**src/rtl/entity_id_allocator_unit_macros.svh**
```systemverilog
// Assertion helpers used by the allocator back end (eia_back).
`ifndef ENTITY_ID_ALLOCATOR_UNIT_MACROS_SVH
`define ENTITY_ID_ALLOCATOR_UNIT_MACROS_SVH

// The consequent must hold in the same cycle as the antecedent.
`define EIA_ASSERT_IMPLIES(label, clk, rst, ante, cons) \
  label: assert property (@(posedge clk) disable iff (rst) (ante) |-> (cons)) \
    else $error("eia assertion failed");

// The consequent must hold in the cycle after the antecedent.
`define EIA_ASSERT_NEXT(label, clk, rst, ante, cons) \
  label: assert property (@(posedge clk) disable iff (rst) (ante) |=> (cons)) \
    else $error("eia assertion failed");

`endif

```
**src/rtl/eia_pkg.sv**
```systemverilog
`default_nettype none

package eia_pkg;

  localparam int MAX_ENTITIES = 64;
  localparam int NUM_TYPES    = 8;

  localparam int OPCODE_W = 2;
  localparam int ID_W     = 6;
  localparam int TYPE_W   = 3;
  localparam int STATUS_W = 2;

  typedef enum logic [OPCODE_W-1:0] {
    OP_CREATE  = 2'd0,
    OP_DESTROY = 2'd1,
    OP_ADD     = 2'd2,
    OP_NONE    = 2'd3
  } op_t;

  typedef enum logic [STATUS_W-1:0] {
    ST_OK      = 2'd0,
    ST_INVALID = 2'd1,
    ST_DUP     = 2'd2,
    ST_FULL    = 2'd3
  } st_t;

  // Classified request as handed from the front end to the back end.
  typedef struct packed {
    op_t               kind;
    logic [ID_W-1:0]   id;
    logic [TYPE_W-1:0] ctype;
    logic              id_ok;
    logic              type_ok;
  } cmd_t;

endpackage

`default_nettype wire

```
**src/rtl/eia_req_if.sv**
```systemverilog
`default_nettype none

interface eia_req_if
  import eia_pkg::*;
();
  logic                valid;
  logic                ready;
  logic [OPCODE_W-1:0] opcode;
  logic [ID_W-1:0]     entity_id;
  logic [TYPE_W-1:0]   component_type;

  modport source (output valid, output opcode, output entity_id, output component_type,
                  input ready);
  modport sink   (input valid, input opcode, input entity_id, input component_type,
                  output ready);
endinterface

`default_nettype wire

```
**src/rtl/eia_rsp_if.sv**
```systemverilog
`default_nettype none

interface eia_rsp_if
  import eia_pkg::*;
();
  logic                valid;
  logic                ready;
  logic [STATUS_W-1:0] status;
  logic [ID_W-1:0]     new_id;

  modport source (output valid, output status, output new_id, input ready);
  modport sink   (input valid, input status, input new_id, output ready);
endinterface

`default_nettype wire

```
**src/rtl/eia_ram.sv**
```systemverilog
`default_nettype none

module eia_ram #(
  parameter int WIDTH = 8,
  parameter int DEPTH = 64,
  localparam int AW = $clog2(DEPTH)
) (
  input  logic             clk,
  input  logic             we,
  input  logic [AW-1:0]    waddr,
  input  logic [WIDTH-1:0] wdata,
  input  logic [AW-1:0]    raddr,
  output logic [WIDTH-1:0] rdata
);

  logic [WIDTH-1:0] mem [DEPTH];

  always_ff @(posedge clk) begin
    if (we) begin
      mem[waddr] <= wdata;
    end
    rdata <= mem[raddr];
  end

endmodule

`default_nettype wire

```
**src/rtl/eia_front.sv**
```systemverilog
`default_nettype none

module eia_front
  import eia_pkg::*;
(
  input  logic      clk,
  input  logic      rst,
  eia_req_if.sink   req,
  output logic      cmd_valid,
  input  logic      cmd_ready,
  output cmd_t      cmd
);

  localparam int QDEPTH = 2;
  localparam int QPTR_W = $clog2(QDEPTH);
  localparam int QCNT_W = $clog2(QDEPTH + 1);

  cmd_t              q [QDEPTH];
  logic [QPTR_W-1:0] wr_ptr;
  logic [QPTR_W-1:0] rd_ptr;
  logic [QCNT_W-1:0] count;
  cmd_t              incoming;
  logic              push;
  logic              pop;

  // Range checks are done here so the back end only looks at flags.
  always_comb begin
    incoming.kind    = op_t'(req.opcode);
    incoming.id      = req.entity_id;
    incoming.ctype   = req.component_type;
    incoming.id_ok   = 32'(req.entity_id) < 32'(MAX_ENTITIES);
    incoming.type_ok = 32'(req.component_type) < 32'(NUM_TYPES);
  end

  assign req.ready = count != QCNT_W'(QDEPTH);
  assign push      = req.valid && req.ready;
  assign cmd_valid = count != '0;
  assign pop       = cmd_valid && cmd_ready;
  assign cmd       = q[rd_ptr];

  always_ff @(posedge clk) begin
    if (rst) begin
      wr_ptr <= '0;
      rd_ptr <= '0;
      count  <= '0;
    end else begin
      if (push) begin
        q[wr_ptr] <= incoming;
        wr_ptr    <= wr_ptr + 1'b1;
      end
      if (pop) begin
        rd_ptr <= rd_ptr + 1'b1;
      end
      if (push && !pop) begin
        count <= count + 1'b1;
      end else if (pop && !push) begin
        count <= count - 1'b1;
      end
    end
  end

endmodule

`default_nettype wire

```
**src/rtl/eia_back.sv**
```systemverilog
`default_nettype none
`include "entity_id_allocator_unit_macros.svh"

module eia_back
  import eia_pkg::*;
(
  input  logic      clk,
  input  logic      rst,
  input  logic      cmd_valid,
  output logic      cmd_ready,
  input  cmd_t      cmd,
  eia_rsp_if.source rsp
);

  localparam int IDX_W = $clog2(MAX_ENTITIES);
  localparam int CNT_W = $clog2(MAX_ENTITIES + 1);

  typedef enum logic {S_IDLE, S_EXEC} state_t;

  state_t                  state;
  cmd_t                    cur;
  logic [CNT_W-1:0]        stack_count;
  logic [CNT_W-1:0]        next_fresh;
  logic                    rsp_valid;
  st_t                     rsp_status;
  logic [ID_W-1:0]         rsp_new_id;

  logic                 out_free;
  logic                 take;
  logic [IDX_W-1:0]     cur_idx;
  logic [IDX_W-1:0]     head_idx;
  logic [IDX_W-1:0]     fresh_idx;
  logic [CNT_W-1:0]     stack_top;
  logic                 cur_issued;
  logic                 cur_live;
  logic                 stack_nonempty;
  logic                 fresh_end;
  logic [NUM_TYPES-1:0] type_mask;

  logic                 t_we;
  logic [IDX_W-1:0]     t_waddr;
  logic [NUM_TYPES-1:0] t_wdata;
  logic [NUM_TYPES-1:0] t_rdata;
  logic                 s_we;
  logic [IDX_W-1:0]     s_rdata;

  eia_ram #(.WIDTH(NUM_TYPES), .DEPTH(MAX_ENTITIES)) u_type_ram (
    .clk   (clk),
    .we    (t_we),
    .waddr (t_waddr),
    .wdata (t_wdata),
    .raddr (head_idx),
    .rdata (t_rdata)
  );

  eia_ram #(.WIDTH(IDX_W), .DEPTH(MAX_ENTITIES)) u_stack_ram (
    .clk   (clk),
    .we    (s_we),
    .waddr (stack_count[IDX_W-1:0]),
    .wdata (cur_idx),
    .raddr (stack_top[IDX_W-1:0]),
    .rdata (s_rdata)
  );

  assign out_free       = !rsp_valid || rsp.ready;
  assign cmd_ready      = (state == S_IDLE) && out_free;
  assign take           = cmd_valid && cmd_ready;
  assign cur_idx        = IDX_W'(cur.id);
  assign head_idx       = IDX_W'(cmd.id);
  assign fresh_idx      = next_fresh[IDX_W-1:0];
  assign stack_top      = stack_count - CNT_W'(1);
  assign stack_nonempty = stack_count != '0;
  assign fresh_end      = next_fresh == CNT_W'(MAX_ENTITIES);
  assign type_mask      = NUM_TYPES'(1) << cur.ctype;

  // Entries at or above the fresh counter have never been written. Below it, an
  // identifier is live exactly when the basic type bit of its type word is set,
  // since create writes that bit and destroy clears the whole word.
  assign cur_issued     = CNT_W'(cur_idx) < next_fresh;
  assign cur_live       = cur.id_ok && cur_issued && t_rdata[0];

  // Memory writes happen in the execute state; reads are issued at take.
  always_comb begin
    t_we    = 1'b0;
    t_waddr = cur_idx;
    t_wdata = t_rdata | type_mask;
    s_we    = 1'b0;
    unique case (state)
      S_EXEC: begin
        unique case (cur.kind)
          OP_CREATE: begin
            if (stack_nonempty) begin
              t_we    = 1'b1;
              t_waddr = s_rdata;
              t_wdata = NUM_TYPES'(1);
            end else if (!fresh_end) begin
              t_we    = 1'b1;
              t_waddr = fresh_idx;
              t_wdata = NUM_TYPES'(1);
            end
          end
          OP_DESTROY: begin
            t_we    = cur_live;
            t_wdata = '0;
            s_we    = cur_live && (stack_count < CNT_W'(MAX_ENTITIES));
          end
          OP_ADD: begin
            t_we = cur_live && cur.type_ok && ((t_rdata & type_mask) == '0);
          end
          OP_NONE: begin
          end
          default: begin
          end
        endcase
      end
      default: begin
      end
    endcase
  end

  always_ff @(posedge clk) begin
    if (rst) begin
      state       <= S_IDLE;
      stack_count <= '0;
      next_fresh  <= '0;
      rsp_valid   <= 1'b0;
    end else begin
      if (rsp_valid && rsp.ready) begin
        rsp_valid <= 1'b0;
      end
      unique case (state)
        S_IDLE: begin
          if (take) begin
            cur   <= cmd;
            state <= S_EXEC;
          end
        end
        S_EXEC: begin
          rsp_valid  <= 1'b1;
          rsp_new_id <= '0;
          state      <= S_IDLE;
          unique case (cur.kind)
            OP_CREATE: begin
              // Every live identifier lies below the fresh counter, so the
              // identifier at the counter is always free and needs no search.
              if (stack_nonempty) begin
                stack_count <= stack_top;
                rsp_status  <= ST_OK;
                rsp_new_id  <= ID_W'(s_rdata);
              end else if (fresh_end) begin
                rsp_status <= ST_FULL;
              end else begin
                next_fresh <= next_fresh + CNT_W'(1);
                rsp_status <= ST_OK;
                rsp_new_id <= ID_W'(fresh_idx);
              end
            end
            OP_DESTROY: begin
              if (cur_live) begin
                rsp_status <= ST_OK;
                if (stack_count < CNT_W'(MAX_ENTITIES)) begin
                  stack_count <= stack_count + CNT_W'(1);
                end
              end else begin
                rsp_status <= ST_INVALID;
              end
            end
            OP_ADD: begin
              if (!cur_live || !cur.type_ok) begin
                rsp_status <= ST_INVALID;
              end else if ((t_rdata & type_mask) != '0) begin
                rsp_status <= ST_DUP;
              end else begin
                rsp_status <= ST_OK;
              end
            end
            OP_NONE: begin
              rsp_status <= ST_INVALID;
            end
            default: begin
              rsp_status <= ST_INVALID;
            end
          endcase
        end
        default: begin
          state <= S_IDLE;
        end
      endcase
    end
  end

  assign rsp.valid  = rsp_valid;
  assign rsp.status = rsp_status;
  assign rsp.new_id = rsp_new_id;

  // The result register is free whenever a command is in flight.
  `EIA_ASSERT_IMPLIES(a_busy_out_empty, clk, rst, state != S_IDLE, !rsp_valid)
  `EIA_ASSERT_IMPLIES(a_stack_bound, clk, rst, 1'b1, stack_count <= CNT_W'(MAX_ENTITIES))
  `EIA_ASSERT_IMPLIES(a_fresh_bound, clk, rst, 1'b1, next_fresh <= CNT_W'(MAX_ENTITIES))
  `EIA_ASSERT_IMPLIES(a_fail_zero_id, clk, rst, rsp_valid && rsp_status != ST_OK, rsp_new_id == '0)
  `EIA_ASSERT_NEXT(a_take_exec, clk, rst, take, state == S_EXEC)

endmodule

`default_nettype wire

```
**src/rtl/entity_id_allocator_unit.sv**
```systemverilog
// A result beat is presented after the request passes the front end's queue, the back
// end's command register and its result register; every request kind, create included,
// takes that path. The back end takes no new request until the current one
// has run its take/execute pair around the registered type and free-stack memory reads.
// Reset (synchronous, rst high) clears the counters, request queue and result register;
// type entries at or above the fresh counter count as free, so no clearing pass is run.
`default_nettype none

module entity_id_allocator_unit
  import eia_pkg::*;
(
  input  logic      clk,
  input  logic      rst,
  eia_req_if.sink   req,
  eia_rsp_if.source rsp
);

  logic cmd_valid;
  logic cmd_ready;
  cmd_t cmd;

  eia_front u_front (
    .clk       (clk),
    .rst       (rst),
    .req       (req),
    .cmd_valid (cmd_valid),
    .cmd_ready (cmd_ready),
    .cmd       (cmd)
  );

  eia_back u_back (
    .clk       (clk),
    .rst       (rst),
    .cmd_valid (cmd_valid),
    .cmd_ready (cmd_ready),
    .cmd       (cmd),
    .rsp       (rsp)
  );

endmodule

`default_nettype wire

```
**src/flat_wrapper.sv**
```systemverilog
// flat-port wrapper written by rule: the top's interface ports become plain ports
module entity_id_allocator_unit_flat import eia_pkg::*;
  (clk, rst, req_valid, req_opcode, req_entity_id, req_component_type, req_ready, rsp_valid, rsp_status, rsp_new_id, rsp_ready);
  eia_req_if req_i ();
  eia_rsp_if rsp_i ();
  input  logic clk;
  input  logic rst;
  input wire logic [$bits(req_i.valid)-1:0] req_valid;
  input wire logic [$bits(req_i.opcode)-1:0] req_opcode;
  input wire logic [$bits(req_i.entity_id)-1:0] req_entity_id;
  input wire logic [$bits(req_i.component_type)-1:0] req_component_type;
  output wire logic [$bits(req_i.ready)-1:0] req_ready;
  output wire logic [$bits(rsp_i.valid)-1:0] rsp_valid;
  output wire logic [$bits(rsp_i.status)-1:0] rsp_status;
  output wire logic [$bits(rsp_i.new_id)-1:0] rsp_new_id;
  input wire logic [$bits(rsp_i.ready)-1:0] rsp_ready;
  assign req_i.valid = req_valid;
  assign req_i.opcode = req_opcode;
  assign req_i.entity_id = req_entity_id;
  assign req_i.component_type = req_component_type;
  assign req_ready = req_i.ready;
  assign rsp_valid = rsp_i.valid;
  assign rsp_status = rsp_i.status;
  assign rsp_new_id = rsp_i.new_id;
  assign rsp_i.ready = rsp_ready;
  entity_id_allocator_unit u_core (.clk(clk), .rst(rst), .req(req_i), .rsp(rsp_i));
endmodule
```
**config.mk**
```make
export PLATFORM = sky130hd
export DESIGN_NAME = entity_id_allocator_unit_flat
export DESIGN_NICKNAME = d
export VERILOG_FILES = /design/src/rtl/eia_pkg.sv /design/src/rtl/eia_req_if.sv /design/src/rtl/eia_rsp_if.sv /design/src/rtl/eia_ram.sv /design/src/rtl/eia_front.sv /design/src/rtl/eia_back.sv /design/src/rtl/entity_id_allocator_unit.sv /design/src/flat_wrapper.sv
export VERILOG_INCLUDE_DIRS = /design/src /design/src/rtl
export SDC_FILE = /design/constraint.sdc
export NUM_CORES = 1
export LEC_CHECK = 0
export ABC_AREA = 1
export ABC_CLOCK_PERIOD_IN_PS = 4850
export BUFFER_PORTS_ARGS = -buffer_cell sky130_fd_sc_hd__buf_2
export CORE_MARGIN = 1
export CORE_UTILIZATION = 63
export DETAILED_ROUTE_END_ITERATION = 16
export PLACE_DENSITY = 0.85
export SLEW_MARGIN = 20
export SYNTH_ARGS = -nofsm -noshare
export SYNTH_HDL_FRONTEND = slang
export SYNTH_SLANG_ARGS = --single-unit
```
**constraint.sdc**
```tcl
create_clock -name clk -period 4.85 [get_ports clk]
set_input_delay 0.7275 -clock clk [delete_from_list [all_inputs] [get_ports clk]]
set_output_delay 0.7275 -clock clk [all_outputs]
set_load 0.02 [all_outputs]
```
==> impl_metrics.yaml <==
status:
  status: "completed"
sta:
  hold_viol_final: 0
  setup_viol: 0
  holdWs_ps: 256
  fmax_ghz: 0.273
  worst_slew_pin_slew_ps: 1140
  maxSlewViolCount: 0
  slew_headroom_pct: 23.8
  fin_worst_skew_ps: 29.5
  rsz0062_at_grt: "no"
  tns_ps: 0
  fin_crit_ps: 3670
  period_share_pct: 75.6
  setup_ws_ps: 1180
worst_setup_path:
  r2r-start: "u_core.u_back.stack_count[2]"
  critPathCaptureType: "flip-flop"
  r2r_cells: 10
  worstSetupPathType: "flip-flop to flip-flop"
  ff2ff_setup_slack_ps: 1180
  critPathLaunchType: "flip-flop"
  arrival_ps: 3960
  crit_fanout: 11
  reg2reg_to: "u_core.u_back.u_type_ram.mem[32][0]"
  crit_required_ps: 5140
min_path:
  hold_end: "u_core.u_front.q[0][5]"
  holdCritStartpoint: "req_entity_id[2]"
  hold_class: "input port to flip-flop"
  holdPathStages: 1
place:
  postPlaceCellArea_sq_um: 42700
  dp.cells: 4580
  dp_hpwl_mm: 62.2
  place_congestion: 0.957
  numPortBuffers: 24
  pre_cts_slack_ps: 1370
power:
  powerDensity_nw_per_um2: 568
  irDropWorstVdd_v: 0.000541
  p_sw_mw: 9.42
  p_leak_nw: 17.3
  combPwrFrac_pct: 30.2
  seq_power_share_pct: 41.2
  switching_share_pct: 36.2
  clkPwrFrac_pct: 28.6
  internal_power_mw: 16.6
  p_total_mw: 26.0
cts:
  postCtsSetupBuffers: 0
  cts_resized: 0
  cts_tree: "done"
  clockBufferDepth: 3
  cts_made_buffers: 94
  clock-root-buffer: "clkbuf_16"
  clock_latency_ps: 670
  cts_hold_buf: 0
  cts.sinks: 972
  htree_levels: 3
  clk_pin_slew_worst_paths_ps: 60
floorplanning:
  start_util_pct: 63.7
  rows: 94
  coreArea_sq_um: 65600
  die_w_um: 260
  die_h_um: 260
  die_area_sq_um: 67300
  pin_count: 25
drt:
  drt-pass1-iter-count: 9
  postRouteWirelength_mm: 108
  wire_per_inst_um: 22.7
  via_per_inst: 6.24
  drt_iter0_drc: 4739
  dr_total_vias: 29600
  ant_nets: 0
  drcViolationCount: 0
synth:
  syn-num-nets: 3874
  synthCells: 3848
  syn-cell-area_sq_um: 41800
  async_flop_share_pct: 0
  ys_seq_area_share_pct: 69.0
  ys_ff_latch: 972
  avgSynthCellArea_sq_um: 10.9
  ys_types: 39
  synth_edf_count: 937
  synth_ff_type: "edfxtp_1"
  synth_warnings: 0
flow_run:
  drv_cap: 0
grt:
  grt_pass1_vias: 29000
  overflow: 0
  antenna_found_initial: 1
  grt_max_degree: 119
  grt_pass1_wl_mm: 164
  track_usage_pct: 32.1
final_layout:
  final_core_util_pct: 69.8
  stdcell_count: 4753
  layout_common_cells: "937 x edfxtp_1, 651 x nand3_1, 577 x nand2_1"
  drive_above_1_share_pct: 7.15
  area.growth.synth_to_final_pct: 9.60
  fin_nets: 3838
  layout_commonest_cell: "edfxtp_1"
  final_area_sq_um: 45800
  diodes: 0
## per-layer routing
layer,global-route usage [%],part of all wire (%),up-vias
li1,-,-,13000
met5,0,0.012,-
met2,51.9,48,2147
met4,20.8,7.1,2
met3,6.29,11,546
met1,39.8,34,13900
## state kept, by name, indices dropped and copies added, names as in the netlist, named ones only
register and cells:
u_core.u_back.cur 5, u_core.u_back.cur_idx 6, u_core.u_back.next_fresh 7, u_core.u_back.rsp.new_id 6, u_core.u_back.rsp.status 2, u_core.u_back.rsp.valid 1
u_core.u_back.stack_count 7, u_core.u_back.state 1, u_core.u_back.u_stack_ram.mem 384, u_core.u_back.u_stack_ram.rdata 6, u_core.u_back.u_type_ram.mem 512, u_core.u_back.u_type_ram.rdata 8
u_core.u_front.count 2, u_core.u_front.q 22, u_core.u_front.rd_ptr 1, u_core.u_front.wr_ptr 1
## cells by family after synthesis
logic type / share of synthesized area, %
AND/OR/NAND/NOR: 18.7
flip-flops: 69.0
buffers and inverters: 6.96
AO/OA/AOI/OAI: 4.87
adder cells (fa/ha/maj): 0.329
XOR/XNOR: 0.162
## worst max-delay path, cell delays in order, from the launching register on
cell,delay (ps)
dfxtp_1,670
inv_1,260
nand3_1,280
nor2_8,80
nand2_2,90
nand3_2,160
nand2_1,150
nand2_2,90
nor2_1,210
nand3_2,470
nor2_1,820
## synthesized netlist by cell type, types with 4 or more instances
cell,count,area (sq um)
nand4_1,8,50.1
nand3_2,7,70.1
buf_2,107,536
nand2_2,10,62.6
nor2_1,451,1690
clkbuf_1,77,289
nand3b_1,32,240
nor3_1,16,80.1
buf_4,7,52.6
ha_1,11,138
o21ai_1,6,30.0
nand3_1,651,3260
a21oi_1,34,170
o21ai_0,212,1060
edfxtp_1,937,28100
or2_2,4,25.0
inv_1,509,1910
inv_2,10,37.5
buf_1,14,52.6
nand2_1,582,2180
o211ai_1,96,721
dfxtp_1,35,701
## worst max-delay path by stage
stage / slack [ps] / endpoint / from / cells after the start
4_1_cts: 1340 / u_core.u_back.u_type_ram.mem[1][1] / u_core.u_back.stack_count[2] / 10
3_5_place_dp: 1370 / u_core.u_back.u_type_ram.mem[1][1] / u_core.u_back.stack_count[2] / 10
5_1_grt: 1080 / u_core.u_back.u_type_ram.mem[32][0] / u_core.u_back.stack_count[2] / 10
2_1_floorplan: 750 / u_core.u_back.u_type_ram.mem[0][7] / u_core.u_back.stack_count[0] / 9
3_3_place_gp: 1450 / u_core.u_back.u_type_ram.mem[33][7] / u_core.u_back.stack_count[2] / 10
6_report: 1180 / u_core.u_back.u_type_ram.mem[32][0] / u_core.u_back.stack_count[2] / 10
## final cells by class
type / instances / area, sq um
multi-input cells: 2147 / 10200
clock inverters: 64 / 662
fillers: 4201 / 19800
repair buffers: 74 / 587
flip-flops and latches: 972 / 28800
inverters: 523 / 1970
well taps: 864 / 1080
clock buffers: 109 / 2450
## power by group through the flow
| stage | Combinational [mW] | Clock (mW) | Sequential [mW] |
|---|---|---|---|
| 4_1_cts | 7.59 | 7.42 | 10.7 |
| 3_3_place_gp | 7.25 | 0 | 10.9 |
| 5_1_grt | 8.29 | 7.71 | 10.7 |
| 2_1_floorplan | 4.69 | 0 | 10.9 |
| 6_report | 7.86 | 7.44 | 10.7 |
| 3_5_place_dp | 7.45 | 0 | 10.9 |
Note: power is estimated with default switching activity, not from simulation.
